**src/rtl/slem_pkg.sv**
```systemverilog
// Shared constants and helper functions of the serial line editor.
// Used by the top level and the testbench; depends on nothing else.
`timescale 1ns / 1ps

package slem_pkg;

    // Line memory geometry.
    localparam int LINE_DEPTH = 32;
    localparam int ADDR_W     = $clog2(LINE_DEPTH);
    localparam int CUR_W      = $clog2(LINE_DEPTH + 1);

    // Field widths.
    localparam int CHAR_W     = 8;
    localparam int MAX_W      = 6;
    localparam int LEN_W      = 6;
    localparam int CMD_W      = 2;
    localparam int CFG_IDX_W  = 1;
    localparam int CFG_DATA_W = 6;
    localparam int CMP_W      = (CUR_W > MAX_W) ? CUR_W : MAX_W;

    // Configuration register indexes.
    localparam logic [CFG_IDX_W-1:0] REG_MAX_CHARS   = 1'd0;
    localparam logic [CFG_IDX_W-1:0] REG_LED_INITIAL = 1'd1;

    // Reset values of the configuration.
    localparam logic [MAX_W-1:0] MAX_CHARS_RESET = 6'd20;
    localparam logic             LED_INIT_RESET  = 1'b1;

    // Result kinds and command codes.
    localparam logic KIND_ECHO = 1'b0;
    localparam logic KIND_LINE = 1'b1;

    localparam logic [CMD_W-1:0] CMD_OTHER = 2'd0;
    localparam logic [CMD_W-1:0] CMD_ON    = 2'd1;
    localparam logic [CMD_W-1:0] CMD_OFF   = 2'd2;

    // Characters of interest.
    localparam logic [CHAR_W-1:0] CH_BS    = 8'd8;
    localparam logic [CHAR_W-1:0] CH_TAB   = 8'd9;
    localparam logic [CHAR_W-1:0] CH_CR    = 8'd13;
    localparam logic [CHAR_W-1:0] CH_ESC   = 8'd27;
    localparam logic [CHAR_W-1:0] CH_SPACE = 8'd32;
    localparam logic [CHAR_W-1:0] CH_LT    = 8'd60;
    localparam logic [CHAR_W-1:0] CH_GT    = 8'd62;
    localparam logic [CHAR_W-1:0] CH_A     = 8'd65;
    localparam logic [CHAR_W-1:0] CH_B     = 8'd66;
    localparam logic [CHAR_W-1:0] CH_C     = 8'd67;
    localparam logic [CHAR_W-1:0] CH_E     = 8'd69;
    localparam logic [CHAR_W-1:0] CH_F     = 8'd70;
    localparam logic [CHAR_W-1:0] CH_N     = 8'd78;
    localparam logic [CHAR_W-1:0] CH_O     = 8'd79;
    localparam logic [CHAR_W-1:0] CH_S     = 8'd83;
    localparam logic [CHAR_W-1:0] CH_T     = 8'd84;

    // Sequencer operations.
    localparam int OP_W = 3;
    localparam logic [OP_W-1:0] OP_NONE  = 3'd0;
    localparam logic [OP_W-1:0] OP_ECHO  = 3'd1;
    localparam logic [OP_W-1:0] OP_ENTER = 3'd2;
    localparam logic [OP_W-1:0] OP_BS    = 3'd3;
    localparam logic [OP_W-1:0] OP_TAB   = 3'd4;
    localparam logic [OP_W-1:0] OP_ESC   = 3'd5;

    // Sequencer step counter; Enter reads three entries, then emits.
    localparam int STEP_W = 3;
    localparam logic [STEP_W-1:0] ENTER_EMIT_STEP = 3'd3;

    // Classify a received byte into a sequencer operation.
    function automatic logic [OP_W-1:0] decode_op(input logic [CHAR_W-1:0] c);
        logic [OP_W-1:0] op;
        op = OP_NONE;
        if (!c[CHAR_W-1] && (c >= CH_SPACE)) begin
            op = OP_ECHO;
        end else if (c == CH_CR) begin
            op = OP_ENTER;
        end else if (c == CH_BS) begin
            op = OP_BS;
        end else if (c == CH_TAB) begin
            op = OP_TAB;
        end else if (c == CH_ESC) begin
            op = OP_ESC;
        end
        return op;
    endfunction

    // Index of the final echo step of an operation.
    function automatic logic [STEP_W-1:0] last_step(input logic [OP_W-1:0] op);
        logic [STEP_W-1:0] s;
        case (op)
            OP_BS:   s = 3'd2;
            OP_TAB:  s = 3'd4;
            OP_ESC:  s = 3'd4;
            default: s = 3'd0;
        endcase
        return s;
    endfunction

    // Fixed echo text of the multi-character operations.
    function automatic logic [CHAR_W-1:0] text_char(input logic [OP_W-1:0] op,
                                                    input logic [STEP_W-1:0] step);
        logic [CHAR_W-1:0] ch;
        ch = CH_SPACE;
        case (op)
            OP_BS: begin
                ch = (step == 3'd1) ? CH_SPACE : CH_BS;
            end
            OP_TAB, OP_ESC: begin
                case (step)
                    3'd0:    ch = CH_LT;
                    3'd1:    ch = (op == OP_TAB) ? CH_T : CH_E;
                    3'd2:    ch = (op == OP_TAB) ? CH_A : CH_S;
                    3'd3:    ch = (op == OP_TAB) ? CH_B : CH_C;
                    default: ch = CH_GT;
                endcase
            end
            default: ch = CH_SPACE;
        endcase
        return ch;
    endfunction

endpackage

```
**src/rtl/slem_ram.sv**
```systemverilog
// Simple dual-port line memory: one write port, one read port with a
// registered output that holds while no read is issued. No package needed.
`timescale 1ns / 1ps

module slem_ram #(
    parameter int DATA_W = 8,
    parameter int DEPTH  = 32,
    parameter int ADDR_W = $clog2(DEPTH)
) (
    input  logic              aclk,
    input  logic              we,
    input  logic [ADDR_W-1:0] waddr,
    input  logic [DATA_W-1:0] wdata,
    input  logic              re,
    input  logic [ADDR_W-1:0] raddr,
    output logic [DATA_W-1:0] rdata
);

    logic [DATA_W-1:0] mem [DEPTH];
    logic [DATA_W-1:0] rdata_reg;

    // Write port.
    always_ff @(posedge aclk) begin
        if (we) begin
            mem[waddr] <= wdata;
        end
    end

    // Read port with a registered output.
    always_ff @(posedge aclk) begin
        if (re) begin
            rdata_reg <= mem[raddr];
        end
    end

    assign rdata = rdata_reg;

endmodule

```
**src/rtl/serial_line_editor_command_match.sv**
```systemverilog
// Top level of the serial line editor with ON / OFF command match.
// Depends on slem_pkg and on the slem_ram line memory.
`timescale 1ns / 1ps

// Usage:
// The s_ channel carries one received byte per request (s_rx_char). The m_
// channel carries result requests: echo characters (m_kind 0) or one
// line-complete result (m_kind 1) with the matched command and the line
// length; m_last marks the final result of each received byte.
// Configuration is written through cfg_we / cfg_index / cfg_data while the
// block is idle; writing led_initial also loads the LED level at once.
// A byte is first registered in the sequencer, and its results then pass
// through the output register; for Enter the first three line entries are
// read from the line memory one per cycle before the match. One result
// per cycle leaves the output register while the receiver does not stall;
// a printable byte gives one result, backspace three, TAB and ESC five and
// Enter one. Ignored bytes leave the sequencer idle. A new byte is
// accepted in the cycle the last result of the previous one is loaded.
// Reset empties the line, loads max_chars 20 and turns the LED on; the
// line memory itself is not cleared. When the receiver stalls, the output
// register holds its request and the sequencer waits behind it.
module serial_line_editor_command_match
    import slem_pkg::*;
(
    input  logic                  aclk,
    input  logic                  aresetn,
    // Received characters.
    input  logic                  s_valid,
    output logic                  s_ready,
    input  logic [CHAR_W-1:0]     s_rx_char,
    // Results.
    output logic                  m_valid,
    input  logic                  m_ready,
    output logic                  m_kind,
    output logic [CHAR_W-1:0]     m_echo_char,
    output logic [CMD_W-1:0]      m_command,
    output logic [LEN_W-1:0]      m_line_length,
    output logic                  m_led_state,
    output logic                  m_last,
    // Configuration writes.
    input  logic                  cfg_we,
    input  logic [CFG_IDX_W-1:0]  cfg_index,
    input  logic [CFG_DATA_W-1:0] cfg_data
);

    // Sequencer and line state.
    logic              busy_reg, busy_next;
    logic [OP_W-1:0]   op_reg, op_next;
    logic [STEP_W-1:0] step_reg, step_next;
    logic [CHAR_W-1:0] char_reg, char_next;
    logic [CUR_W-1:0]  len_reg, len_next;
    logic              on_ok_reg, on_ok_next;
    logic              off_ok_reg, off_ok_next;
    logic [CUR_W-1:0]  cursor_reg, cursor_next;
    logic [MAX_W-1:0]  max_chars_reg, max_chars_next;
    logic              led_level_reg, led_level_next;

    // Output register.
    logic              m_valid_reg, m_valid_next;
    logic              m_kind_reg, m_kind_next;
    logic [CHAR_W-1:0] m_echo_char_reg, m_echo_char_next;
    logic [CMD_W-1:0]  m_command_reg, m_command_next;
    logic [LEN_W-1:0]  m_line_length_reg, m_line_length_next;
    logic              m_led_state_reg, m_led_state_next;
    logic              m_last_reg, m_last_next;

    // Memory ports.
    logic              ram_we;
    logic [ADDR_W-1:0] ram_waddr;
    logic              ram_re;
    logic [ADDR_W-1:0] ram_raddr;
    logic [CHAR_W-1:0] ram_rdata;

    // Handshake and control.
    logic              out_load;
    logic              enter_read;
    logic              emit;
    logic              seq_last;
    logic              accept;
    logic [OP_W-1:0]   in_op;
    logic              store_ok;
    logic              off_match;
    logic [CMD_W-1:0]  line_cmd;

    slem_ram #(
        .DATA_W (CHAR_W),
        .DEPTH  (LINE_DEPTH),
        .ADDR_W (ADDR_W)
    ) u_line_ram (
        .aclk  (aclk),
        .we    (ram_we),
        .waddr (ram_waddr),
        .wdata (s_rx_char),
        .re    (ram_re),
        .raddr (ram_raddr),
        .rdata (ram_rdata)
    );

    // Handshake: the sequencer frees itself as its last result is loaded.
    assign out_load   = !m_valid_reg || m_ready;
    assign enter_read = busy_reg && (op_reg == OP_ENTER) && (step_reg != ENTER_EMIT_STEP);
    assign emit       = busy_reg && !enter_read && out_load;
    assign seq_last   = (op_reg == OP_ENTER) || (step_reg == last_step(op_reg));
    assign s_ready    = !busy_reg || (emit && seq_last);
    assign accept     = s_valid && s_ready;
    assign in_op      = decode_op(s_rx_char);

    // A printable byte is stored while the line is below both limits.
    assign store_ok = (CMP_W'(cursor_reg) < CMP_W'(max_chars_reg))
                   && (cursor_reg < CUR_W'(LINE_DEPTH));

    // Memory accesses: writes only at acceptance, reads only during Enter,
    // when no byte is accepted, so the two never meet on one entry.
    assign ram_we    = accept && (in_op == OP_ECHO) && store_ok;
    assign ram_waddr = cursor_reg[ADDR_W-1:0];
    assign ram_re    = enter_read;
    assign ram_raddr = ADDR_W'(step_reg);

    // The third entry is still in the read register while Enter emits.
    assign off_match = off_ok_reg && (ram_rdata == CH_F);
    assign line_cmd  = on_ok_reg ? CMD_ON : (off_match ? CMD_OFF : CMD_OTHER);

    // Sequencer, line state and configuration.
    always_comb begin
        busy_next      = busy_reg;
        op_next        = op_reg;
        step_next      = step_reg;
        char_next      = char_reg;
        len_next       = len_reg;
        on_ok_next     = on_ok_reg;
        off_ok_next    = off_ok_reg;
        cursor_next    = cursor_reg;
        max_chars_next = max_chars_reg;
        led_level_next = led_level_reg;

        if (emit && seq_last) begin
            busy_next = 1'b0;
        end
        if (enter_read || emit) begin
            step_next = step_reg + 3'd1;
        end

        // Match flags narrow as the first three entries come back.
        if (busy_reg && (op_reg == OP_ENTER)) begin
            case (step_reg)
                3'd1: begin
                    on_ok_next  = on_ok_reg && (ram_rdata == CH_O);
                    off_ok_next = off_ok_reg && (ram_rdata == CH_O);
                end
                3'd2: begin
                    on_ok_next  = on_ok_reg && (ram_rdata == CH_N);
                    off_ok_next = off_ok_reg && (ram_rdata == CH_F);
                end
                default: begin
                end
            endcase
        end

        if (emit && (op_reg == OP_ENTER)) begin
            if (line_cmd == CMD_ON) begin
                led_level_next = 1'b1;
            end else if (line_cmd == CMD_OFF) begin
                led_level_next = 1'b0;
            end
        end

        if (accept) begin
            busy_next = (in_op != OP_NONE);
            op_next   = in_op;
            step_next = '0;
            char_next = s_rx_char;
            case (in_op)
                OP_ECHO: begin
                    if (store_ok) begin
                        cursor_next = cursor_reg + CUR_W'(1);
                    end
                end
                OP_ENTER: begin
                    len_next    = cursor_reg;
                    on_ok_next  = (cursor_reg == CUR_W'(2));
                    off_ok_next = (cursor_reg == CUR_W'(3));
                    cursor_next = '0;
                end
                OP_BS: begin
                    if (cursor_reg != '0) begin
                        cursor_next = cursor_reg - CUR_W'(1);
                    end
                end
                OP_ESC: begin
                    cursor_next = '0;
                end
                default: begin
                end
            endcase
        end

        if (cfg_we) begin
            case (cfg_index)
                REG_MAX_CHARS:   max_chars_next = cfg_data[MAX_W-1:0];
                REG_LED_INITIAL: led_level_next = cfg_data[0];
                default: begin
                end
            endcase
        end
    end

    // Output register loads one result per cycle when free.
    always_comb begin
        m_valid_next       = m_valid_reg;
        m_kind_next        = m_kind_reg;
        m_echo_char_next   = m_echo_char_reg;
        m_command_next     = m_command_reg;
        m_line_length_next = m_line_length_reg;
        m_led_state_next   = m_led_state_reg;
        m_last_next        = m_last_reg;

        if (out_load) begin
            m_valid_next = emit;
        end
        if (emit) begin
            m_last_next = seq_last;
            if (op_reg == OP_ENTER) begin
                m_kind_next        = KIND_LINE;
                m_echo_char_next   = '0;
                m_command_next     = line_cmd;
                m_line_length_next = LEN_W'(len_reg);
                m_led_state_next   = led_level_next;
            end else begin
                m_kind_next        = KIND_ECHO;
                m_echo_char_next   = (op_reg == OP_ECHO) ? char_reg
                                                         : text_char(op_reg, step_reg);
                m_command_next     = CMD_OTHER;
                m_line_length_next = '0;
                m_led_state_next   = led_level_reg;
            end
        end
    end

    // Control registers.
    always_ff @(posedge aclk) begin
        if (!aresetn) begin
            busy_reg      <= 1'b0;
            op_reg        <= OP_NONE;
            step_reg      <= '0;
            cursor_reg    <= '0;
            max_chars_reg <= MAX_CHARS_RESET;
            led_level_reg <= LED_INIT_RESET;
            m_valid_reg   <= 1'b0;
        end else begin
            busy_reg      <= busy_next;
            op_reg        <= op_next;
            step_reg      <= step_next;
            cursor_reg    <= cursor_next;
            max_chars_reg <= max_chars_next;
            led_level_reg <= led_level_next;
            m_valid_reg   <= m_valid_next;
        end
    end

    // Payload registers.
    always_ff @(posedge aclk) begin
        char_reg          <= char_next;
        len_reg           <= len_next;
        on_ok_reg         <= on_ok_next;
        off_ok_reg        <= off_ok_next;
        m_kind_reg        <= m_kind_next;
        m_echo_char_reg   <= m_echo_char_next;
        m_command_reg     <= m_command_next;
        m_line_length_reg <= m_line_length_next;
        m_led_state_reg   <= m_led_state_next;
        m_last_reg        <= m_last_next;
    end

    assign m_valid       = m_valid_reg;
    assign m_kind        = m_kind_reg;
    assign m_echo_char   = m_echo_char_reg;
    assign m_command     = m_command_reg;
    assign m_line_length = m_line_length_reg;
    assign m_led_state   = m_led_state_reg;
    assign m_last        = m_last_reg;

    // The cursor never passes the end of the line memory.
    assert property (@(posedge aclk) disable iff (!aresetn)
        cursor_reg <= CUR_W'(LINE_DEPTH))
        else $error("cursor beyond line memory");

    // No byte is taken while Enter is still reading the line.
    assert property (@(posedge aclk) disable iff (!aresetn)
        enter_read |-> !s_ready)
        else $error("request accepted during line read");

    // The line memory is never written while Enter reads it.
    assert property (@(posedge aclk) disable iff (!aresetn)
        ram_we |-> !(busy_reg && (op_reg == OP_ENTER) && !emit))
        else $error("line write during line read");

    // Enter empties the line at once.
    assert property (@(posedge aclk) disable iff (!aresetn)
        (accept && (s_rx_char == CH_CR)) |=> (cursor_reg == '0))
        else $error("cursor not cleared by enter");

    // A line-complete result is always the final result of its byte.
    assert property (@(posedge aclk) disable iff (!aresetn)
        (m_valid && (m_kind == KIND_LINE)) |-> m_last)
        else $error("line result not marked last");

endmodule

```
**config.mk**
```make
export PLATFORM = sky130hd
export DESIGN_NAME = serial_line_editor_command_match
export DESIGN_NICKNAME = d
export VERILOG_FILES = /design/src/rtl/slem_pkg.sv /design/src/rtl/slem_ram.sv /design/src/rtl/serial_line_editor_command_match.sv
export SDC_FILE = /design/constraint.sdc
export NUM_CORES = 1
export LEC_CHECK = 0
export BUFFER_PORTS_ARGS = -buffer_cell sky130_fd_sc_hd__buf_2
export CORE_MARGIN = 8
export CORE_UTILIZATION = 40
export CTS_CLUSTER_SIZE = 20
export DETAILED_ROUTE_END_ITERATION = 7
export RECOVER_POWER = 100
export SLEW_MARGIN = 20
export SYNTH_ARGS = -nofsm -noshare
export SYNTH_HDL_FRONTEND = slang
export SYNTH_SLANG_ARGS = --single-unit
```
**constraint.sdc**
```tcl
create_clock -name aclk -period 4.9 [get_ports aclk]
set_input_delay 0.98 -clock aclk [delete_from_list [all_inputs] [get_ports aclk]]
set_output_delay 0.98 -clock aclk [all_outputs]
set_load 0.1 [all_outputs]
```
### Yosys cells after proc, flatten, opt, wreduce, memory -nomap -nowiden

Memories as Yosys holds them, arrays and structs flattened. A register that Yosys moved wholly into a read port is not among the register bits.
Index checks and enable logic that the tools add are counted.

| storage, ports and cells | value |
|---|---|
| word-level logic and storage cells | 124 |
| output and inout port bits | 21 |
| bits in writable memories | 256 |
| bits in registers | 56 |
| memories kept | 1 |
| bits of input ports | 20 |

Memories:

| name | words | bits a word | rd ports | clocked after memory_dff | wr ports | RTL line | source |
|---|---|---|---|---|---|---|---|
| u_line_ram.mem | 32 | 8 | 1 | 1 | 1 | slem_ram.sv:19 | `logic [DATA_W-1:0] mem [DEPTH];` |

| cells by class | value |
|---|---|
| add/sub/neg operators | 3 |
| mux-type cells | 37 |
| order comparisons | 3 |
| reduce and logical (&&, ||, !) cells | 34 |
| bitwise gates (word level) | 2 |
| eq/ne operators | 27 |

Operators by type and width:

| operator | number |
|---|---|
| 7-bit one-hot mux with 4 select lines | 1 |
| 8-bit by 4-bit equality test with 1-bit output (second input constant) | 3 |
| 8-bit by 7-bit equality test with 1-bit output (second input constant) | 3 |
| 3-bit by 2-bit equality test with 1-bit output (second input constant) | 6 |
| 1-bit two-way mux | 18 |
| 6-bit two-way mux | 3 |
| 6-bit one-hot mux with 3 select lines | 1 |
| 1-bit logical AND | 15 |
| 3-bit two-way mux | 5 |
| 7-bit one-hot mux with 2 select lines | 1 |
| 6-bit by 2-bit equality test with 1-bit output (second input constant) | 2 |
| 5-bit two-way mux | 2 |
| 3-bit by 1-bit equality test with 1-bit output (second input constant) | 3 |
| 3-bit equality test (second input constant) | 3 |
| 8-bit by 5-bit equality test with 1-bit output (second input constant) | 1 |
| 8-bit by 6-bit greater-or-equal comparator with 1-bit output (second input constant) | 1 |
| 8-bit two-way mux | 1 |
| 6-bit by 1-bit adder with 6-bit output (second input constant) | 1 |
| 6-bit less-than comparator | 1 |
| 6-bit less-than comparator (second input constant) | 1 |
| 3-bit one-hot mux with 2 select lines | 1 |
| 3-bit nonzero test | 2 |
| 6-bit nonzero test | 1 |
| 2-bit OR reduction | 3 |
| other kinds (16) | 27 |

### Depth between registers and ports, before layout

Gate-level depths: netlist of the first run.

| logic depth | value |
|---|---|
| depth after elaboration | 13 |
| gate-level depth with buffers | 11 |
| mapped depth without buffers | 11 |

### Hierarchy

From an unflattened synthesis of the first run, not the netlist that was laid out.

| unflattened totals | value |
|---|---|
| cell total of the unflattened synthesis | 697 |
| area total of the unflattened synthesis | 12969.9 um2 |

Modules (own cells, without submodules):

| module | sequential area each (um2) | instances | cells each | area an instance (um2) |
|---|---|---|---|---|
| slem_ram | 7927.6 | 1 | 417 | 10133.5 |
| serial_line_editor_command_match | 1451.4 | 1 | 280 | 2836.5 |

### Least setup slack after synthesis of the first run

No wires, ideal clock.

| timing | value |
|---|---|
| kind | input-to-reg |
| start point | in m_ready |
| end point | mem u_line_ram.mem[0][0], enable pin |
| data required time | 4.517 ns |
| stages on the path | 7 |
| data arrival time | 3.172 ns |
| setup time | 0.383 ns |
| buffers on the path | 0 |
| path slack | 1.345 ns |
| cells stage by stage | nand2b_1 -> nand3_1 -> o211ai_4 -> nand2_4 -> inv_2 -> nand4b_1 -> nor3_1 |

| on the way | value |
|---|---|
| word-level cells in the longest chain between the ends | 9 |

RTL lines:

| element | RTL line | source |
|---|---|---|
| start, declared | serial_line_editor_command_match.sv:33 | `input logic m_ready,` |
| 1-bit logical OR | serial_line_editor_command_match.sv:100 | `assign out_load = !m_valid_reg \|\| m_ready;` |
| 1-bit logical AND | serial_line_editor_command_match.sv:102 | `assign emit = busy_reg && !enter_read && out_load;` |
| 1-bit logical AND | serial_line_editor_command_match.sv:104 | `assign s_ready = !busy_reg \|\| (emit && seq_last);` |
| 1-bit logical OR | serial_line_editor_command_match.sv:104 |  |
| named net s_ready | serial_line_editor_command_match.sv:29 | `output logic s_ready,` |
| 1-bit logical AND | serial_line_editor_command_match.sv:105 | `assign accept = s_valid && s_ready;` |
| named net accept | serial_line_editor_command_match.sv:79 | `logic accept;` |
| 1-bit logical AND (2 in series) | serial_line_editor_command_match.sv:114 | `assign ram_we = accept && (in_op == OP_ECHO) && store_ok;` |
| 1-bit two-way mux | slem_ram.sv:24 | `if (we) begin` |
| 1-bit two-way mux (implied by the code) | slem_ram.sv:25 | `mem[waddr] <= wdata;` |
| end, declared | slem_ram.sv:19 |  |

The timed path passes the listed nets, and every way through them passes these cells.

### Worst setup path after layout of the first run

| timing | value |
|---|---|
| start point | reg step_reg[1] |
| end point | mem u_line_ram.mem[3][5], enable pin |

| on the way | value |
|---|---|
| word-level cells in the longest chain between the ends | 12 |
| elaborated cells on any way between the ends | 14 |
| classes of those cells | eq/ne: 2; mux: 2; reduce/logical: 10 |

RTL lines:

| element | RTL line | source |
|---|---|---|
| start, declared | serial_line_editor_command_match.sv:49 | `logic [STEP_W-1:0] step_reg, step_next;` |
| start signal, assigned | serial_line_editor_command_match.sv:252 | `step_reg <= step_next;` |
| 3-bit by 2-bit != test with 1-bit output | serial_line_editor_command_match.sv:101 | `assign enter_read = busy_reg && (op_reg == OP_ENTER) && (step_reg != ENTER_EMIT_STEP);` |
| 1-bit logical AND | serial_line_editor_command_match.sv:101 |  |
| 1-bit zero test | serial_line_editor_command_match.sv:102 |  |
| 1-bit logical AND (2 in series) | serial_line_editor_command_match.sv:102 |  |
| 1-bit logical AND (*) | serial_line_editor_command_match.sv:104 |  |
| 1-bit logical OR (*) | serial_line_editor_command_match.sv:104 |  |
| 1-bit logical AND (*) | serial_line_editor_command_match.sv:105 |  |
| named net accept | serial_line_editor_command_match.sv:79 |  |
| 1-bit logical AND (*) (2 in series) | serial_line_editor_command_match.sv:114 |  |
| 1-bit two-way mux (*) | slem_ram.sv:24 |  |
| 1-bit two-way mux (implied by the code) (*) | slem_ram.sv:25 |  |

The timed path passes the listed nets; every way through them passes the cells marked *.

==> flow_metrics.py, run 1 <==
metrics = {
    "run_status": {
        "run_status": "finished clean",
    },
    "cts": {
        "cts-resized-gates": 0,
        "clk_path_buf_depth": 2,
        "cts.clk_slew.worst_paths_ps": 50,
        "number_of_clock_sinks": 128,
        "tritoncts.num_buffers": 17,
        "htree_num_levels": 4,
        "cts.repair_timing.setup_buffer_count": 0,
        "cts_hold_buf": 0,
        "clockRootBuffer": "sky130_fd_sc_hd__clkbuf_16",
        "clkLatencyLatePin_ps": 410,
        "tritoncts": "done",
    },
    "power_and_ir_drop": {
        "peakVddDrop_mv": 0.253,
        "power_leakage_nw": 2.26,
        "pwr_density_nw_per_um2": 396,
        "power_mw": 2.60,
    },
    "logic_synthesis": {
        "synth-warning-count": 0,
        "synth.avg_cell_area_um2": 13.6,
        "synthArstFlopShare_pct": 0,
        "yosys_register_bits": 128,
        "yosys.cell_types.count": 65,
        "synth-edff-count": 105,
        "syn-instance-count": 416,
        "synth_largest_type_area_fraction_pct": 55.7,
        "synthDominantAreaCellType": "sky130_fd_sc_hd__edfxtp_1",
        "yosys-top-cells-area": "sky130_fd_sc_hd__edfxtp_1, sky130_fd_sc_hd__dfxtp_1, sky130_fd_sc_hd__mux4_2",
        "syn-num-nets": 451,
        "synthFlopType": "sky130_fd_sc_hd__edfxtp_1",
        "synthesis.area_um2": 5660,
        "synth-seq-area-share_pct": 63.8,
    },
    "final_layout": {
        "final.fill_count": 1241,
        "layout.nets": 502,
        "most-common-layout-cells": "sky130_fd_sc_hd__edfxtp_1, sky130_fd_sc_hd__nand2_1, sky130_fd_sc_hd__nor2_1, sky130_fd_sc_hd__clkbuf_1, sky130_fd_sc_hd__dfxtp_1",
        "final_common_cell": "sky130_fd_sc_hd__edfxtp_1",
        "final_core_util_pct": 47.2,
        "final_cells": 660,
        "max_flop_register": "u_line_ram.mem",
        "fraction_of_layout_cells_with_a_size_suffix_above_1_pct": 14.6,
        "diodes": 0,
        "number_of_flip_flops_in_the_largest_register": 64,
        "flow.area_growth_from_synthesis_pct": 15.8,
    },
    "routing": {
        "routed_wirelength_mm": 12.2,
        "number_of_iterations_in_the_first_detailed_routing_pass": 4,
        "drt_drc_violations_left": 0,
        "viasPerCell": 5.35,
        "route.layer.met1.wl_mm": 5.65,
        "wl_met3_um": 506,
        "detailroute.via_count": 3530,
        "count_of_routing_violations_after_the_opening_detailed_route_iteration": 283,
        "ant_nets": 0,
        "detailroute.wirelength.met2_mm": 5.92,
        "wl_per_cell_um": 18.5,
        "top_signal_layer_used": "met4",
    },
    "worst_setup_path": {
        "crit_arrival_ps": 4040,
        "reg2reg_setup_slack_ps": 900,
        "r2r_cells": 9,
        "critical_path.endpoint_type": "register",
        "critical_path.reg2reg.endpoint": "u_line_ram.mem[3][5]",
        "worst_r2r_startpoint": "step_reg[1]",
        "cp.required_ps": 4930,
        "path_class": "reg2reg",
        "worst_setup_path_start_kind": "register",
        "critPathMaxFanout": 23,
    },
    "place": {
        "port_buffers": 40,
        "gp_routability_congestion": 0.809,
        "placed_cells": 628,
        "hpwl_mm": 8.14,
    },
    "floorplanning": {
        "floorplan.initialDensity_pct": 40.8,
        "floorplan.die_area_um2": 18200,
        "io-pin-count": 41,
        "row_count": 43,
        "die_width_um": 135,
        "core_area_um2": 13900,
        "die_h_um": 135,
    },
    "global_routing": {
        "track_usage_pct": 14.1,
        "grt_pass1_wl_mm": 19.7,
        "via_count_of_the_first_global_routing_pass": 3620,
        "grt_overflow": 0,
        "grt_start_max_net_pins": 24,
        "antenna_found_initial": 0,
    },
    "timing": {
        "max_slew.worst_pin.slew_ps": 1190,
        "finalClockSkew_ps": 11.2,
        "setup_tns_ps": 0,
        "finalWorstPathRequiredPeriod_ps": 4000,
        "pins_over_slew_limit": 0,
        "final.hold.worst_slack_ps": 507,
        "final-hold-violation-count": 0,
        "setup_viol": 0,
        "rsz0062_at_grt": "no",
        "final.period_utilization_pct": 81.7,
        "fmaxAchievable_mhz": 250,
        "slew_headroom_pct": 20.9,
    },
    "min_path": {
        "worst_hold_path.num_cells": 2,
        "min_path_type": "reg2reg",
        "hold_path_end": "max_chars_reg[0]",
        "min_from": "max_chars_reg[0]",
    },
    "job": {
        "timing.max_cap.violations": 0,
    },
}
## Yosys cell counts, types with 5 or more instances
master / count
sky130_fd_sc_hd__a21oi_1: 15
sky130_fd_sc_hd__mux2i_1: 8
sky130_fd_sc_hd__edfxtp_1: 105
sky130_fd_sc_hd__dfxtp_1: 23
sky130_fd_sc_hd__o211ai_1: 5
sky130_fd_sc_hd__nand3_1: 9
sky130_fd_sc_hd__and2_1: 8
sky130_fd_sc_hd__buf_2: 5
sky130_fd_sc_hd__nor2b_1: 6
sky130_fd_sc_hd__clkbuf_1: 6
sky130_fd_sc_hd__nor4_1: 6
sky130_fd_sc_hd__nor2_1: 34
sky130_fd_sc_hd__o21ai_0: 12
sky130_fd_sc_hd__nand2b_1: 5
sky130_fd_sc_hd__mux4_2: 16
sky130_fd_sc_hd__nand2_1: 54
sky130_fd_sc_hd__ha_1: 14
sky130_fd_sc_hd__inv_1: 14
## stage by stage
stage / cell area (µm²) / setup WS [ps]
floorplan: 5660 / 1340
global placement: 6060 / 1300
detailed placement: 6060 / 1160
CTS: 6650 / 1110
global route: 6560 / 535
finish: 6560 / 896
## worst max-delay path: stages (launching register included)
cell	delay, ps
sky130_fd_sc_hd__dfxtp_1	1060
sky130_fd_sc_hd__ha_1	300
sky130_fd_sc_hd__ha_1	300
sky130_fd_sc_hd__nand3_4	80
sky130_fd_sc_hd__o211ai_1	160
sky130_fd_sc_hd__nand2_1	260
sky130_fd_sc_hd__inv_1	440
sky130_fd_sc_hd__nand4b_1	260
sky130_fd_sc_hd__nor2_1	190
sky130_fd_sc_hd__clkbuf_1	570
## layout make-up
type | count | area (µm²) | area share (%)
multi-input cells | 254 | 1850 | 28.2
clock inverters | 14 | 164 | 2.50
inverters | 18 | 68.8 | 1.05
clock buffers | 18 | 429 | 6.55
flip-flops and latches | 128 | 3610 | 55.1
repair buffers | 48 | 206 | 3.15
well taps | 180 | 225 | 3.44
## per-layer routing
metal | GRT usage, % | vias up
met1 | 17.9 | 1766
met3 | 3.79 | 10
met5 | 0 | -
li1 | - | 1676
met4 | 4.81 | 0
met2 | 22.9 | 78
## report_power, final
part	switching, mW	total [mW]	internal (mW)
Sequential	0.0132	1.21	1.20
Combinational	0.0987	0.134	0.0357
Clock	0.453	1.25	0.798
Total	0.565	2.60	2.03
## worst max-delay path by stage
stage          slack [ps]                    to    startpoint  cells past startpoint
2_1_floorplan        1340  u_line_ram.mem[0][0]       m_ready                      7
3_3_place_gp         1300         cursor_reg[5]  s_rx_char[1]                     12
3_5_place_dp         1160         cursor_reg[5]  s_rx_char[1]                     12
4_1_cts              1110               s_ready   step_reg[1]                      5
5_1_grt               530  u_line_ram.mem[3][5]   step_reg[1]                      8
6_report              900  u_line_ram.mem[3][5]   step_reg[1]                      9
## cells by family after synthesis
group	after synthesis	share of synthesized area, %
AND/OR/NAND/NOR	146	13.2
adder cells (fa/ha/maj)	15	3.45
XOR/XNOR	5	0.774
AO/OA/AOI/OAI	62	7.65
multiplexers	26	8.18
flip-flops	128	63.8
buffers and inverters	34	2.92
Note: power is estimated with default switching activity, not from simulation.
==> run 2: changes to the inputs <==
- ABC_AREA: not set -> 1
- clock period: 4.9 -> 4.15 ns (I/O delays scaled with it)
==> flow_metrics.py, run 2 <==
metrics = {
    "cts": {
        "cts.repair_timing.setup_buffer_count": 0,
        "number_of_clock_sinks": 128,
        "cts-resized-gates": 0,
        "cts_hold_buf": 0,
        "clockRootBuffer": "sky130_fd_sc_hd__clkbuf_16",
        "clk_path_buf_depth": 2,
        "cts.clk_slew.worst_paths_ps": 60,
        "htree_num_levels": 4,
        "clkLatencyLatePin_ps": 410,
        "tritoncts.num_buffers": 17,
        "tritoncts": "done",
    },
    "timing": {
        "max_slew.worst_pin.slew_ps": 1300,
        "setup_viol": 0,
        "final-hold-violation-count": 0,
        "rsz0062_at_grt": "no",
        "finalWorstPathRequiredPeriod_ps": 3440,
        "timing.final.ws_setup_ps": 707,
        "finalClockSkew_ps": 5.34,
        "pins_over_slew_limit": 0,
        "setup_tns_ps": 0,
        "slew_headroom_pct": 13.3,
        "fmaxAchievable_mhz": 290,
        "final.period_utilization_pct": 83.0,
    },
    "logic_synthesis": {
        "synth_simple_gate_area_share_pct": 17.3,
        "yosys.cell_types.count": 36,
        "synthArstFlopShare_pct": 0,
        "synth_adder_area_share_pct": 3.45,
        "synth-edff-count": 105,
        "synth.most_common_cell": "sky130_fd_sc_hd__edfxtp_1",
        "yosys-top-cells-area": "sky130_fd_sc_hd__edfxtp_1, sky130_fd_sc_hd__dfxtp_1, sky130_fd_sc_hd__nor2_1",
        "synthesis.area_um2": 5660,
        "synth-seq-area-share_pct": 63.9,
        "post_synth_mux_area_share_pct": 0,
        "list_of_most_frequent_post_synthesis_cells": "sky130_fd_sc_hd__edfxtp_1, sky130_fd_sc_hd__nor2_1, sky130_fd_sc_hd__nand2_1",
        "synth_largest_type_area_fraction_pct": 55.8,
        "synthDominantAreaCellType": "sky130_fd_sc_hd__edfxtp_1",
        "yosys.area_share.xor_xnor_pct": 0.310,
        "synth_top_family_by_area": "simple AND/OR/NAND/NOR gates",
        "synthFlopType": "sky130_fd_sc_hd__edfxtp_1",
        "synth.avg_cell_area_um2": 10.5,
        "synth_compound_gate_area_share_pct": 9.78,
        "syn-num-nets": 575,
        "syn-instance-count": 540,
        "synth-warning-count": 0,
        "yosys_register_bits": 128,
    },
    "worst_setup_path": {
        "critical_path.slowest_cell": "sky130_fd_sc_hd__inv_1",
        "critical_path.endpoint_type": "output port",
        "crit_arrival_ps": 2610,
        "worst_setup_path_start_kind": "register",
        "worst_r2r_startpoint": "step_reg[0]",
        "crit_path_cell_trace": "inv_1 > nand2_1 > nor2_1 > nand2_1 > nand2_1 > nand2_4 > nand2_4 > clkbuf_2",
        "worst-path-buf-inv": 2,
        "critical-path-top-cell-by-count": "sky130_fd_sc_hd__nand2_1",
        "cp.required_ps": 3320,
        "critPathLaunch": "step_reg[0]",
        "path_class": "reg2out",
        "critPathTopFamily": "buffers and inverters",
        "cp_slowest_stage_delay_ps": 790,
        "critPathMaxFanout": 36,
    },
    "place": {
        "preCtsSetupSlack_ps": 1210,
        "port_buffers": 40,
        "placed_cells": 757,
        "gp_routability_congestion": 0.908,
        "hpwl_mm": 8.64,
    },
    "routing": {
        "viasPerCell": 4.98,
        "count_of_routing_violations_after_the_opening_detailed_route_iteration": 254,
        "routed_wirelength_mm": 12.5,
        "detailroute.via_count": 3930,
        "wl_per_cell_um": 15.9,
        "ant_nets": 0,
        "drt_drc_violations_left": 0,
        "number_of_iterations_in_the_first_detailed_routing_pass": 5,
    },
    "final_layout": {
        "final_core_util_pct": 47.6,
        "number_of_flip_flops_in_the_largest_register": 64,
        "flow.area_growth_from_synthesis_pct": 16.3,
        "max_flop_register": "u_line_ram.mem",
        "fraction_of_layout_cells_with_a_size_suffix_above_1_pct": 9.20,
        "layout.nets": 631,
        "most-common-layout-cells": "sky130_fd_sc_hd__edfxtp_1, sky130_fd_sc_hd__nor2_1, sky130_fd_sc_hd__nand2_1, sky130_fd_sc_hd__inv_1, sky130_fd_sc_hd__o21ai_0",
        "final_common_cell": "sky130_fd_sc_hd__edfxtp_1",
        "final_cells": 789,
        "diodes": 0,
    },
    "global_routing": {
        "grt_most_used_layer": "met2",
        "grt_overflow": 0,
        "via_count_of_the_first_global_routing_pass": 3947,
        "grt_start_max_net_pins": 37,
        "use_met3_pct": 3.94,
        "met2_usage_pct": 23.1,
        "grt_use_met1_pct": 17.9,
        "antenna_found_initial": 0,
        "grt_pass1_wl_mm": 20.2,
        "track_usage_pct": 14.4,
    },
    "floorplanning": {
        "floorplan.initialDensity_pct": 40.9,
        "row_count": 43,
        "die_width_um": 135,
        "die_h_um": 135,
        "floorplan.die_area_um2": 18200,
        "core_area_um2": 13800,
        "io-pin-count": 41,
    },
    "min_path": {
        "min_from": "max_chars_reg[5]",
        "min_path_type": "reg2reg",
    },
    "power_and_ir_drop": {
        "power_leakage_nw": 2.55,
        "pwr_density_nw_per_um2": 473,
        "peakVddDrop_mv": 0.275,
    },
    "run_status": {
        "run_status": "finished clean",
    },
    "job": {
        "timing.max_cap.violations": 0,
    },
}
-- run 2: cell count changes in the layout (fill, tap and decap cells not counted), sizes merged, moves of 9 or more --
cell   delta
nand2    +31
nor3      +9
o21ai    +39
inv      +54
nor2     +55
mux4     -16
-- run 2: metrics by stage --
step                      total power [mW]  area [µm²]  hold slack, ps
after global placement                1.72        6110             454
after global routing                  3.22        6580             498
after floorplan                       1.65        5660             433
final                                 3.11        6580             473
after detailed placement              1.72        6110             460
after CTS                             3.15        6680             477
-- run 2: final cells by class --
class | count | area, µm²
Sequential cell | 128 | 3610
Timing Repair Buffer | 50 | 205
Tap cell | 180 | 225
Inverter | 66 | 248
Multi-Input combinational cell | 333 | 1710
Fill cell | 1290 | 7250
Clock buffer | 17 | 425
Clock inverter | 15 | 151
-- run 2: logic make-up (layout without fill, tap and decap cells) --
| group | Yosys count | after routing |
|---|---|---|
| AND/OR/NAND/NOR | 223 | 223 |
| AO/OA/AOI/OAI | 93 | 93 |
| buffers and inverters | 79 | 148 |
| flip-flops | 128 | 128 |
| adder cells (fa/ha/maj) | 15 | 15 |
| XOR/XNOR | 2 | 2 |
-- run 2: worst reg2reg max path, cell delays in order, from the launching register on --
cell and delay [ps]:
sky130_fd_sc_hd__dfxtp_1 390, sky130_fd_sc_hd__inv_1 790, sky130_fd_sc_hd__nand2_1 110, sky130_fd_sc_hd__nor2_1 110
sky130_fd_sc_hd__nand2_1 60, sky130_fd_sc_hd__nand2_1 110, sky130_fd_sc_hd__nand2_4 70, sky130_fd_sc_hd__a21oi_1 990
sky130_fd_sc_hd__o21ai_1 330, sky130_fd_sc_hd__o22ai_1 240
-- run 2: where the power goes --
part	internal (mW)	leakage [nW]	switching (mW)
clock network	0.840	0.273	0.584
logic	0.0533	1.13	0.185
registers	1.43	1.14	0.0207
total	2.32	2.55	0.790
-- run 2: worst paths after layout --
check	to	slack [ps]	cells past startpoint
hold / removal	max_chars_reg[5]	470	2
setup reg to reg	op_reg[1]	840	9
hold reg to reg	max_chars_reg[5]	470	2
setup / recovery	s_ready	710	8
-- run 2: routing by layer --
layer / up-vias / routed length, µm
met5: - / 0
met4: 0 / 75
met2: 92 / 6070
li1: 1994 / -
met1: 1840 / 5690
met3: 4 / 688
